`src/rtl/smg_pkg.sv`:
```
// ----------------------------------------------------------------------------
// Six-axis sine generator package
// Shared widths, word types, register codes and the arctangent table.
// ----------------------------------------------------------------------------
`default_nettype none

package smg_pkg;

	localparam int PHASE_BITS   = 16;
	localparam int CORDIC_STEPS = 16;
	localparam int NUM_AXES     = 6;
	localparam int CW           = 34;

	localparam logic [31:0] CORDIC_START_X = 32'd652032874;
	localparam logic [18:0] DEG2RAD_Q24    = 19'd292818;
	localparam logic [26:0] TWO_PI_Q24     = 27'd105414357;

	localparam logic [2:0] REG_TRANS_FREQ = 3'd0;
	localparam logic [2:0] REG_ROT_FREQ   = 3'd1;
	localparam logic [2:0] REG_TRANS_AMP  = 3'd2;
	localparam logic [2:0] REG_ROT_AMP    = 3'd3;
	localparam logic [2:0] REG_TRANS_OFF  = 3'd4;
	localparam logic [2:0] REG_ROT_OFF    = 3'd5;
	localparam logic [2:0] REG_TRANS_BIAS = 3'd6;
	localparam logic [2:0] REG_ROT_BIAS   = 3'd7;

	typedef logic signed [CW-1:0] cw_t;

	typedef struct packed {
		logic [NUM_AXES-1:0][CW-1:0] x;
		logic [NUM_AXES-1:0][CW-1:0] y;
		logic [NUM_AXES-1:0][CW-1:0] z;
		logic [NUM_AXES-1:0]         flip;
	} crd_t;

	function automatic logic [31:0] arc_turn(input logic [3:0] i);
		logic [31:0] a;
		case (i)
			4'd0:  a = 32'd536870912;
			4'd1:  a = 32'd316933406;
			4'd2:  a = 32'd167458907;
			4'd3:  a = 32'd85004756;
			4'd4:  a = 32'd42667331;
			4'd5:  a = 32'd21354465;
			4'd6:  a = 32'd10679838;
			4'd7:  a = 32'd5340245;
			4'd8:  a = 32'd2670163;
			4'd9:  a = 32'd1335087;
			4'd10: a = 32'd667544;
			4'd11: a = 32'd333772;
			4'd12: a = 32'd166886;
			4'd13: a = 32'd83443;
			4'd14: a = 32'd41722;
			4'd15: a = 32'd20861;
			default: a = 32'd0;
		endcase
		return a;
	endfunction

	function automatic logic [31:0] sat32(input logic signed [63:0] v);
		logic [31:0] r;
		if (v > 64'sd2147483647)
			r = 32'h7FFF_FFFF;
		else if (v < -64'sd2147483648)
			r = 32'h8000_0000;
		else
			r = v[31:0];
		return r;
	endfunction

endpackage

`default_nettype wire

```
`src/rtl/smg_cordic_cell.sv`:
```
// ----------------------------------------------------------------------------
// Rotation cell
// One CORDIC micro-rotation for all six axes, registered, with handshake.
// ----------------------------------------------------------------------------
`default_nettype none

module smg_cordic_cell (
	input  wire logic          clk,
	input  wire logic          arst_n,
	input  wire logic [3:0]    step,
	input  wire logic          in_valid,
	output logic               in_ready,
	input  wire smg_pkg::crd_t in_data,
	output logic               out_valid,
	input  wire logic          out_ready,
	output smg_pkg::crd_t      out_data
);
	import smg_pkg::*;

	logic v_q;
	crd_t d_q, nxt;

	assign in_ready = !v_q || out_ready;

	always_comb begin
		cw_t xk, yk, zk, at;
		nxt = in_data;
		at  = {{(CW-32){1'b0}}, arc_turn(step)};
		for (int k = 0; k < NUM_AXES; k++) begin
			xk = in_data.x[k];
			yk = in_data.y[k];
			zk = in_data.z[k];
			if (!zk[CW-1]) begin
				nxt.x[k] = xk - (yk >>> step);
				nxt.y[k] = yk + (xk >>> step);
				nxt.z[k] = zk - at;
			end else begin
				nxt.x[k] = xk + (yk >>> step);
				nxt.y[k] = yk - (xk >>> step);
				nxt.z[k] = zk + at;
			end
		end
	end

	always_ff @(posedge clk or negedge arst_n) begin
		if (!arst_n)
			v_q <= 1'b0;
		else if (in_ready)
			v_q <= in_valid;
	end

	always_ff @(posedge clk) begin
		if (in_ready && in_valid)
			d_q <= nxt;
	end

	assign out_valid = v_q;
	assign out_data  = d_q;

endmodule

`default_nettype wire

```
`config.mk`:
```
export PLATFORM = sky130hd
export DESIGN_NAME = smg_cordic_cell
export DESIGN_NICKNAME = d
export VERILOG_FILES = /design/src/rtl/smg_pkg.sv /design/src/rtl/smg_cordic_cell.sv
export SDC_FILE = /design/constraint.sdc
export NUM_CORES = 2
export LEC_CHECK = 0
export ABC_AREA = 1
export BUFFER_PORTS_ARGS = -buffer_cell sky130_fd_sc_hd__buf_4
export CAP_MARGIN = 20
export CORE_AREA = 2 2 492 494
export DETAILED_ROUTE_END_ITERATION = 8
export DIE_AREA = 0 0 494 496
export MAX_ROUTING_LAYER = met4
export SETUP_SLACK_MARGIN = 0.02
export SLEW_MARGIN = 20
export SYNTH_ARGS = -nofsm -noshare
export SYNTH_HDL_FRONTEND = slang
export SYNTH_SLANG_ARGS = --single-unit
export TNS_END_PERCENT = 30
```
`constraint.sdc`:
```
create_clock -name clk -period 33.5 [get_ports clk]
set_input_delay 1.675 -clock clk [delete_from_list [all_inputs] [get_ports clk]]
set_output_delay 1.675 -clock clk [all_outputs]
set_load 0.02 [all_outputs]
```
==> impl_metrics.ini <==
[global_route]
grt_pass1_vias = 91100
grt_start_max_net_pins = 168
grt_antenna_before_repair = 65
grt_pass1_wl_um = 606000
track_usage_pct = 34.0
gr-total-overflow = 0

[placed_design]
gp_congestion = 1.05
dp_hpwl_um = 354000
placed_cells = 17800
portBuffers = 1245

[yosys]
synthTopCellsByCount = nand2_1, nand3_1, nor2_1
synth_cells = 13700
yosysWarnings = 0
synth_top_area_share_pct = 21.8
ys.flop_type = edfxtp_1
syn_area_um2 = 85200
synth_top_area_cell = edfxtp_1
seq_area_frac_synth_pct = 21.8
synth_area_per_cell_um2 = 6.22
synth_edf_count = 618
ys_types = 55
yosysMostFrequentCell = nand2_1
synth_fp_nets = 15000
synth_area_leaders = edfxtp_1, nand2_1, nand3_1
ys_ff_latch = 619
synthArstFlopShare_pct = 0.162

[floorplan]
core_um2 = 240000
pin_count = 1246
die_w_um = 494
die_area_um2 = 245000
core.rowCount = 180
start_util_pct = 35.6
die_y_um = 496

[clock_network]
tritoncts = built
cts_hold_buf = 0
numCtsBuffers = 78
htree_num_levels = 3
postCtsSetupBuffers = 0
path_clk_slew_ns = 0.07
clk_latency_ns = 0.78
cts-root-buf = clkbuf_16
clk_path_buf_depth = 3
numClockSinks = 619
cts_resized = 0

[routing]
dr.first_iter.drc_count = 10700
vias_per_cell = 5.56
dr_wl_met3_um = 34800
drt-met1-wl_um = 174000
drt-total-wl_um = 426000
antenna_left = 0
detail_route.wl_per_cell_um = 23.7
highest_layer = met4
wl_met2_um = 188000
via_count = 99900
firstDrtPassIters = 9
drc = 0

[worst_setup_path]
required_ns = 34.00
crit_chain = buf_8, clkinv_8, ha_1, nand2_1, a21oi_2, nor2_4, ha_1, nand3_1, nor2_1, nand3_1, xor2_1, o21ai_0, ha_1, nand2_1, o21ai_0, a21oi_1, inv_1, nand2_1, nand2_1, a21boi_0, o21ai_0, xor2_1
worst-path-max-fanout = 152
crit_top_cell = nand2_1
criticalPathCategory = in -> reg
r2r_cells = 7
cp_slowest_stage_delay_ns = 0.93
endpoint_kind = flop
startpoint_type = input pin
cp_slowest_cell = xor2_1
cp.arrival_ns = 8.07

[layout]
multi_input_area_um2 = 60200
fin_nets = 15900
drive_gt1_share_pct = 10.6
seq_area_um2 = 18600
final.fill_count = 26300
instances_no_fill = 18000
final_core_util_pct = 41.7
syn2layout_area_growth_pct = 17.1

[power]
power_mw = 4.66
power_density_nw_per_um2 = 46.7
ir_drop_v = 0.0000370
p_leak_nw = 48.1

[timing]
slew_violations = 0
rsz0062_at_grt = no
period_share_pct = 22.6
relSlewSlack_pct = 19.7
tns_ns = 0
worst_slew_pin_slew_ns = 1.20
timing.final.setup_violations = 0
layout_min_cycle_time_ns = 7.57
fmax_mhz = 132
skew_ns = 0.0368
holdWs_ns = 0.603
hold_viol = 0

[hold_path]
hp-class = reg -> reg
min_path_cells = 2

[job]
cap_viol_max_count = 0

[status]
outcome = finished clean
==> critical path: cells and delay by family <==
| family | cells | cell delay (ns) |
|---|---|---|
| adder cells (fa/ha/maj) | 3 | 1.30 |
| XOR/XNOR | 2 | 1.09 |
| AO/OA/AOI/OAI | 6 | 1.85 |
| buffers and inverters | 3 | 0.96 |
| AND/OR/NAND/NOR | 8 | 0.93 |
==> sequential cells by signal (all words and copies together) (netlist names) <==
| register | cells |
|---|---|
| out_valid | 1 |
| out_data | 618 |
==> cell type report <==
cell class                 instances  area share (%)
multi-input combinational      11500            60.3
sequential                       619            18.6
timing repair buffer            1319            9.99
inverter                        1158            4.40
tap                             3185            3.99
clock buffer                      86            2.00
clock inverter                    57           0.608
antenna                           51           0.128
==> layer usage <==
| metal | vias to the layer above | GRT usage (%) |
|---|---|---|
| met3 | 858 | 5.04 |
| li1 | 48000 | - |
| met1 | 46200 | 42.3 |
| met2 | 4780 | 51.9 |
| met4 | 0 | 21.0 |
| met5 | - | - |
==> through the flow <==
step	area, um2	setup WS (ns)
after CTS	99700	26.23
final	99800	25.93
after global placement	97100	25.46
after global routing	99800	25.66
after floorplan	85200	0.409
after detailed placement	97100	25.40
==> report_power, final <==
| part | switching [mW] | leakage, nW | total, mW | internal, mW |
|---|---|---|---|---|
| combinational | 1.78 | 40.9 | 2.62 | 0.842 |
| sequential | 0.0672 | 5.90 | 1.16 | 1.09 |
| clock | 0.409 | 1.25 | 0.883 | 0.473 |
| total | 2.26 | 48.1 | 4.66 | 2.40 |
==> logic make-up (layout without fill, tap and decap cells) <==
kind of cell             Yosys count  after routing  share of synthesized area (%)
other                              0             51                              0
AND/OR/NAND/NOR                 8033           8033                           39.4
multiplexers                       1              1                         0.0117
flip-flops                       619            619                           21.8
AO/OA/AOI/OAI                   2010           2010                           13.3
buffers and inverters           1592           2620                           7.66
XOR/XNOR                         806            806                           8.28
adder cells (fa/ha/maj)          633            633                           9.45
==> final timing paths <==
kind | startpoint | endpoint | slack (ns)
worst min register to register | out_valid | out_valid | 0.60
max in group asynchronous | arst_n | out_valid | 32.72
worst min-delay path | out_valid | out_valid | 0.60
worst max register to register | out_valid | out_data[552] | 28.17
min in group asynchronous | arst_n | out_valid | 0.70
worst max-delay path | step[0] | out_data[132] | 25.93
==> cell usage in the layout (no fill, tap or decap), types with 18 or more instances in the layout <==
cell type / n
or2_2: 19
a221oi_1: 32
nor4_1: 45
a21oi_1: 787
fa_1: 18
buf_4: 1312
inv_1: 1143
o2111ai_1: 27
a21o_1: 92
nand3_1: 1984
o211ai_1: 61
a21boi_0: 35
nand3b_1: 32
nor3_1: 89
nor2_1: 1250
o21ai_1: 75
xnor2_1: 256
o21bai_1: 94
clkbuf_16: 78
nor2_2: 37
edfxtp_1: 618
xor2_1: 550
nand2_1: 4407
o21ai_0: 631
nand4_1: 125
ha_1: 615
o21a_1: 30
a31oi_1: 84
diode_2: 51
Power figures use the tool's default switching activity.
