<file path="src/rtl/smg_pkg.sv">
// ----------------------------------------------------------------------------
// Six-axis sine generator package
// Shared widths, word types, register codes and the arctangent table.
// ----------------------------------------------------------------------------
`default_nettype none

package smg_pkg;

	localparam int PHASE_BITS   = 16;
	localparam int CORDIC_STEPS = 16;
	localparam int NUM_AXES     = 6;
	localparam int CW           = 34;

	localparam logic [31:0] CORDIC_START_X = 32'd652032874;
	localparam logic [18:0] DEG2RAD_Q24    = 19'd292818;
	localparam logic [26:0] TWO_PI_Q24     = 27'd105414357;

	localparam logic [2:0] REG_TRANS_FREQ = 3'd0;
	localparam logic [2:0] REG_ROT_FREQ   = 3'd1;
	localparam logic [2:0] REG_TRANS_AMP  = 3'd2;
	localparam logic [2:0] REG_ROT_AMP    = 3'd3;
	localparam logic [2:0] REG_TRANS_OFF  = 3'd4;
	localparam logic [2:0] REG_ROT_OFF    = 3'd5;
	localparam logic [2:0] REG_TRANS_BIAS = 3'd6;
	localparam logic [2:0] REG_ROT_BIAS   = 3'd7;

	typedef logic signed [CW-1:0] cw_t;

	typedef struct packed {
		logic [NUM_AXES-1:0][CW-1:0] x;
		logic [NUM_AXES-1:0][CW-1:0] y;
		logic [NUM_AXES-1:0][CW-1:0] z;
		logic [NUM_AXES-1:0]         flip;
	} crd_t;

	function automatic logic [31:0] arc_turn(input logic [3:0] i);
		logic [31:0] a;
		case (i)
			4'd0:  a = 32'd536870912;
			4'd1:  a = 32'd316933406;
			4'd2:  a = 32'd167458907;
			4'd3:  a = 32'd85004756;
			4'd4:  a = 32'd42667331;
			4'd5:  a = 32'd21354465;
			4'd6:  a = 32'd10679838;
			4'd7:  a = 32'd5340245;
			4'd8:  a = 32'd2670163;
			4'd9:  a = 32'd1335087;
			4'd10: a = 32'd667544;
			4'd11: a = 32'd333772;
			4'd12: a = 32'd166886;
			4'd13: a = 32'd83443;
			4'd14: a = 32'd41722;
			4'd15: a = 32'd20861;
			default: a = 32'd0;
		endcase
		return a;
	endfunction

	function automatic logic [31:0] sat32(input logic signed [63:0] v);
		logic [31:0] r;
		if (v > 64'sd2147483647)
			r = 32'h7FFF_FFFF;
		else if (v < -64'sd2147483648)
			r = 32'h8000_0000;
		else
			r = v[31:0];
		return r;
	endfunction

endpackage

`default_nettype wire

</file>
<file path="src/rtl/smg_front.sv">
// ----------------------------------------------------------------------------
// Phase front end
// Forms each axis' turn angle from time and frequency, folds it into the
// right half plane and seeds the rotation chain.
// ----------------------------------------------------------------------------
`default_nettype none

module smg_front (
	input  wire logic                clk,
	input  wire logic                arst_n,
	input  wire logic                in_valid,
	output logic                     in_ready,
	input  wire logic [31:0]         time_now,
	input  wire logic [23:0]         trans_hz,
	input  wire logic [23:0]         rot_hz,
	input  wire logic [47:0]         trans_off,
	input  wire logic [47:0]         rot_off,
	output logic                     out_valid,
	input  wire logic                out_ready,
	output smg_pkg::crd_t            out_data
);
	import smg_pkg::*;

	logic              v_s1, v_s2;
	logic [1:0][31:0]  ph_s1;
	crd_t              crd_s2, crd_d;
	logic              rdy1, rdy2;
	logic [95:0]       off_all;

	assign rdy2     = !v_s2 || out_ready;
	assign rdy1     = !v_s1 || rdy2;
	assign in_ready = rdy1;
	assign off_all  = {rot_off, trans_off};

	always_comb begin
		logic [31:0] ang, angm;
		logic [15:0] off;
		cw_t         z0;
		crd_d = '0;
		for (int k = 0; k < NUM_AXES; k++) begin
			off  = off_all[16*k +: 16];
			ang  = ((k < 3) ? ph_s1[0] : ph_s1[1]) + {off, 16'd0};
			angm = {ang[31 -: PHASE_BITS], {(32-PHASE_BITS){1'b0}}};
			z0   = {{(CW-32){angm[31]}}, angm};
			crd_d.flip[k] = 1'b0;
			if (z0 > 34'sd1073741824) begin
				z0 = z0 - 34'sd2147483648;
				crd_d.flip[k] = 1'b1;
			end else if (z0 < -34'sd1073741824) begin
				z0 = z0 + 34'sd2147483648;
				crd_d.flip[k] = 1'b1;
			end
			crd_d.x[k] = {{(CW-32){1'b0}}, CORDIC_START_X};
			crd_d.y[k] = '0;
			crd_d.z[k] = z0;
		end
	end

	always_ff @(posedge clk or negedge arst_n) begin
		if (!arst_n) begin
			v_s1 <= 1'b0;
			v_s2 <= 1'b0;
		end else begin
			if (rdy1) v_s1 <= in_valid;
			if (rdy2) v_s2 <= v_s1;
		end
	end

	always_ff @(posedge clk) begin
		if (rdy1 && in_valid) begin
			ph_s1[0] <= {8'd0, trans_hz} * time_now;
			ph_s1[1] <= {8'd0, rot_hz} * time_now;
		end
		if (rdy2 && v_s1)
			crd_s2 <= crd_d;
	end

	assign out_valid = v_s2;
	assign out_data  = crd_s2;

endmodule

`default_nettype wire

</file>
<file path="config.mk">
export PLATFORM = sky130hd
export DESIGN_NAME = smg_front
export DESIGN_NICKNAME = d
export VERILOG_FILES = /design/src/rtl/smg_pkg.sv /design/src/rtl/smg_front.sv
export SDC_FILE = /design/constraint.sdc
export NUM_CORES = 2
export LEC_CHECK = 0
export BUFFER_PORTS_ARGS = -buffer_cell sky130_fd_sc_hd__buf_2
export CORE_ASPECT_RATIO = 1.25
export CORE_MARGIN = 3
export CORE_UTILIZATION = 30
export CTS_CLUSTER_DIAMETER = 120
export DETAILED_ROUTE_END_ITERATION = 12
export HOLD_SLACK_MARGIN = 0.02
export SLEW_MARGIN = 5
export SYNTH_ARGS = -nofsm -noshare
export SYNTH_HDL_FRONTEND = slang
export SYNTH_SLANG_ARGS = --single-unit
</file>
<file path="constraint.sdc">
create_clock -name clk -period 3.2 [get_ports clk]
set_clock_uncertainty 0.05 [all_clocks]
set_input_delay 0.16 -clock clk [delete_from_list [all_inputs] [get_ports clk]]
set_output_delay 0.16 -clock clk [all_outputs]
set_load 0.01 [all_outputs]
</file>
==> flow_summary.toml <==
[outcome]
status = "finished, violations left"
violations = "negative setup slack"

[placement]
dp_hpwl_mm = 105
portBuffers = 295
gp_congestion = 0.930
placed_cell_area_sq_um = 46600

[synth]
ys_async_sr_fraction_pct = 1.41
yosysSeqAreaShare_pct = 10.3
synthCells = 4507
ys_types = 64
synth_ff_type = "edfxtp_1"
yosysWarnings = 0
syn_avg_cell_area_sq_um = 9.15
synth_edf_count = 140
syn-cell-area_sq_um = 41300
ys_seq_elements = 142

[global_routing]
antenna_found_initial = 14
grt_pass1_vias = 32300
grt_pass1_wl_mm = 186
track_usage_pct = 17.2
grt_max_degree = 39
overflow = 0

[clock_network]
clkSinkCount = 142
clk_latency_ps = 500
numCtsBuffers = 17
cts-root-buf = "clkbuf_16"
clk_pin_slew_worst_paths_ps = 60
cts_tree = "built"
cts_max_path_buffers = 2
cts.htree.levels = 4

[final_layout]
drive_above_1_share_pct = 22.4
regArea_sq_um = 4250
area_delta_synth_final_pct = 19.9
fin_nets = 6399
fill_cells = 13900
final_cell_area_sq_um = 49500
multi_input_area_sq_um = 32300
utilization_pct = 36.4

[drt]
vias_per_cell = 4.38
vias = 30500
wl_per_cell_um = 17.7
ant_nets = 0
drcViolationCount = 0
drt-initial-drc-count = 1485
firstDrtPassIters = 6
wl_mm = 123

[critical_path]
crit_family = "adder cells"
max_stage_delay_ps = 610
cpMostUsedCell = "fa_1"
cp_slowest_cell = "fa_2"
worstPathRequired_ps = 3400
cp_max_fo = 6
arrival_ps = 6120
worstPathCellList = "buf_16, and2_4, fa_1, inv_2, fa_1, fa_2, fa_2, fa_1, inv_1, fa_1, inv_1, fa_1, inv_2, ha_4, o211ai_1, o21ai_1, a21boi_2, a311o_1, a311oi_2, a311o_1, a21o_1, a21oi_2, xnor2_1"
worst-path-buf-inv = 5
critical_path_class = "in2reg"
start_kind = "primary input"
crit_path_end_kind = "flip-flop"

[timing]
hold_viol_final = 0
setup_violations = 45
fmax_ghz = 0.169
timing.final.ws_setup_ps = -2720
worst_pin_slew_ps = 605
slew_violations = 0
period_needed_ps = 5920
timing.final.crit_share_pct = 185
rsz0062_at_grt = "true"
fin_tns_setup_ps = -78620
maxSlewHeadroom_pct = 59.6

[floorplan]
io_pins = 800
rows = 151
die_width_um = 338
die_h_um = 421
dieArea_sq_um = 142000
start_util_pct = 30.3
core_sq_um = 136000

[job]
cap_violations = 0

[hold_path]
hold_class = "in2reg"
-- registers in the layout, summed over array words and instances, names as in the netlist --
register,cells
ph_s1,32
out_data,108
v_s1,1
out_valid,1
-- metrics by stage --
step           cells  setup WS [ps]  hold WS [ps]
5_1_grt         6950          -2910           111
3_5_place_dp    6844          -3540         -91.5
4_1_cts         6922          -2740          59.1
3_3_place_gp    6844          -3490         -91.3
2_1_floorplan   5009          -3070          -186
6_report        6956          -2720           117
-- layout make-up --
class                           count  area share (%)
Sequential cell                   142            8.60
Clock buffer                       17           0.860
Clock inverter                     14           0.278
Timing Repair Buffer              831            13.3
Inverter                          954            7.24
Tap cell                         1759            4.45
Multi-Input combinational cell   3227            65.2
Antenna cell                       12          0.0607
-- cells in the final DEF (no fill, tap or decap), types with 7 or more instances in the layout --
cell           instances
xnor2_1              132
o21bai_1              14
buf_12                45
nand3_1               11
a21oi_1               33
diode_2               12
xnor2_2               12
buf_4                441
ha_1                 226
o21ai_1               11
and2_1               555
ha_2                   8
buf_6                 52
fa_1                 742
nand2b_1              10
a21o_1                39
nand2_1              409
o211ai_1               9
ha_4                  30
o21ai_2                8
a31oi_1               14
o21ai_0               27
nor2_2                 7
nor3_1                25
inv_1                916
and2_4                51
buf_8                 11
dlygate4sd3_1         13
buf_2                262
clkbuf_16             20
conb_1               504
and3_1                14
fa_2                  40
edfxtp_1             140
a21oi_2               31
nor2_1                48
o21a_1                20
inv_2                 38
xor2_1                50
-- worst paths after layout --
path                         startpoint            end  cells past startpoint  slack [ps]
setup reg to reg              ph_s1[16]  out_data[105]                     12        -430
hold / removal              rot_off[39]  out_data[199]                      4         120
min in group asynchronous        arst_n           v_s1                      3         480
hold reg to reg                    v_s1      out_valid                      1         480
setup / recovery           time_now[14]      ph_s1[29]                     23       -2720
max in group asynchronous        arst_n      out_valid                      3        2480
-- cells in the mapped netlist (3+ instances only) --
library cell	count	area share, %
o21bai_1	15	0.27
a211oi_1	10	0.18
a31o_2	6	0.13
edfxtp_1	140	10
xnor2_1	144	3.1
o31ai_1	5	0.091
and2_1	607	9.2
clkbuf_1	176	1.6
nor2b_1	7	0.11
a21o_1	39	0.71
o211ai_1	9	0.16
nor4_1	9	0.14
a211o_1	5	0.11
a31oi_1	17	0.26
or4_1	8	0.15
o41ai_1	3	0.064
nand3_1	15	0.18
a311oi_1	4	0.085
or2_2	6	0.091
or3_1	7	0.11
nor3_1	27	0.33
o21a_1	20	0.36
nand4_1	3	0.046
nand2b_1	10	0.15
inv_1	954	8.7
ha_1	264	8.0
a2111oi_0	5	0.11
mux2_2	3	0.082
and3_1	15	0.23
fa_1	782	38
a21boi_0	4	0.073
xor2_1	55	1.2
a21oi_1	67	0.81
mux2i_1	3	0.073
nor2_1	56	0.51
o21ai_0	43	0.52
nand2_1	413	3.8
buf_4	510	9.3
-- per-layer routing --
metal / up-vias / wire (um) / GRT usage [%]
met4: 0 / 5360 / 7.96
met1: 15500 / 47500 / 20.5
met5: - / 0 / 0
met3: 199 / 6040 / 1.66
met2: 1044 / 64200 / 31.1
li1: 13700 / - / -
-- timing repair --
action,in CTS,in global routing
endpoints found under the setup margin,56,56
gates cloned,3,3
pin swaps,108,149
buffers inserted,32,22
gates resized for setup,218,179
hold buffers,13,0
hold endpoints to repair,12,0
-- tightest hold or removal path, stage by stage --
cell     delay (ps)
buf_2            90
ha_1            170
xnor2_1          90
inv_1            50
-- cell families (layout without fill, tap and decap cells) --
group / count (synthesis) / count (layout) / synth area share [%]
compound gates: 278 / 278 / 4.52
xor+xnor: 199 / 199 / 4.23
fa+ha+maj: 1046 / 1046 / 46.0
buf+inv: 1640 / 1816 / 19.6
flops: 142 / 142 / 10.3
mux: 6 / 6 / 0.155
other cells: 2 / 516 / 0.0182
simple gates: 1194 / 1194 / 15.3
Power is not shown: default switching activity piles up to over one toggle a cycle in this logic, so the estimate is an artifact.
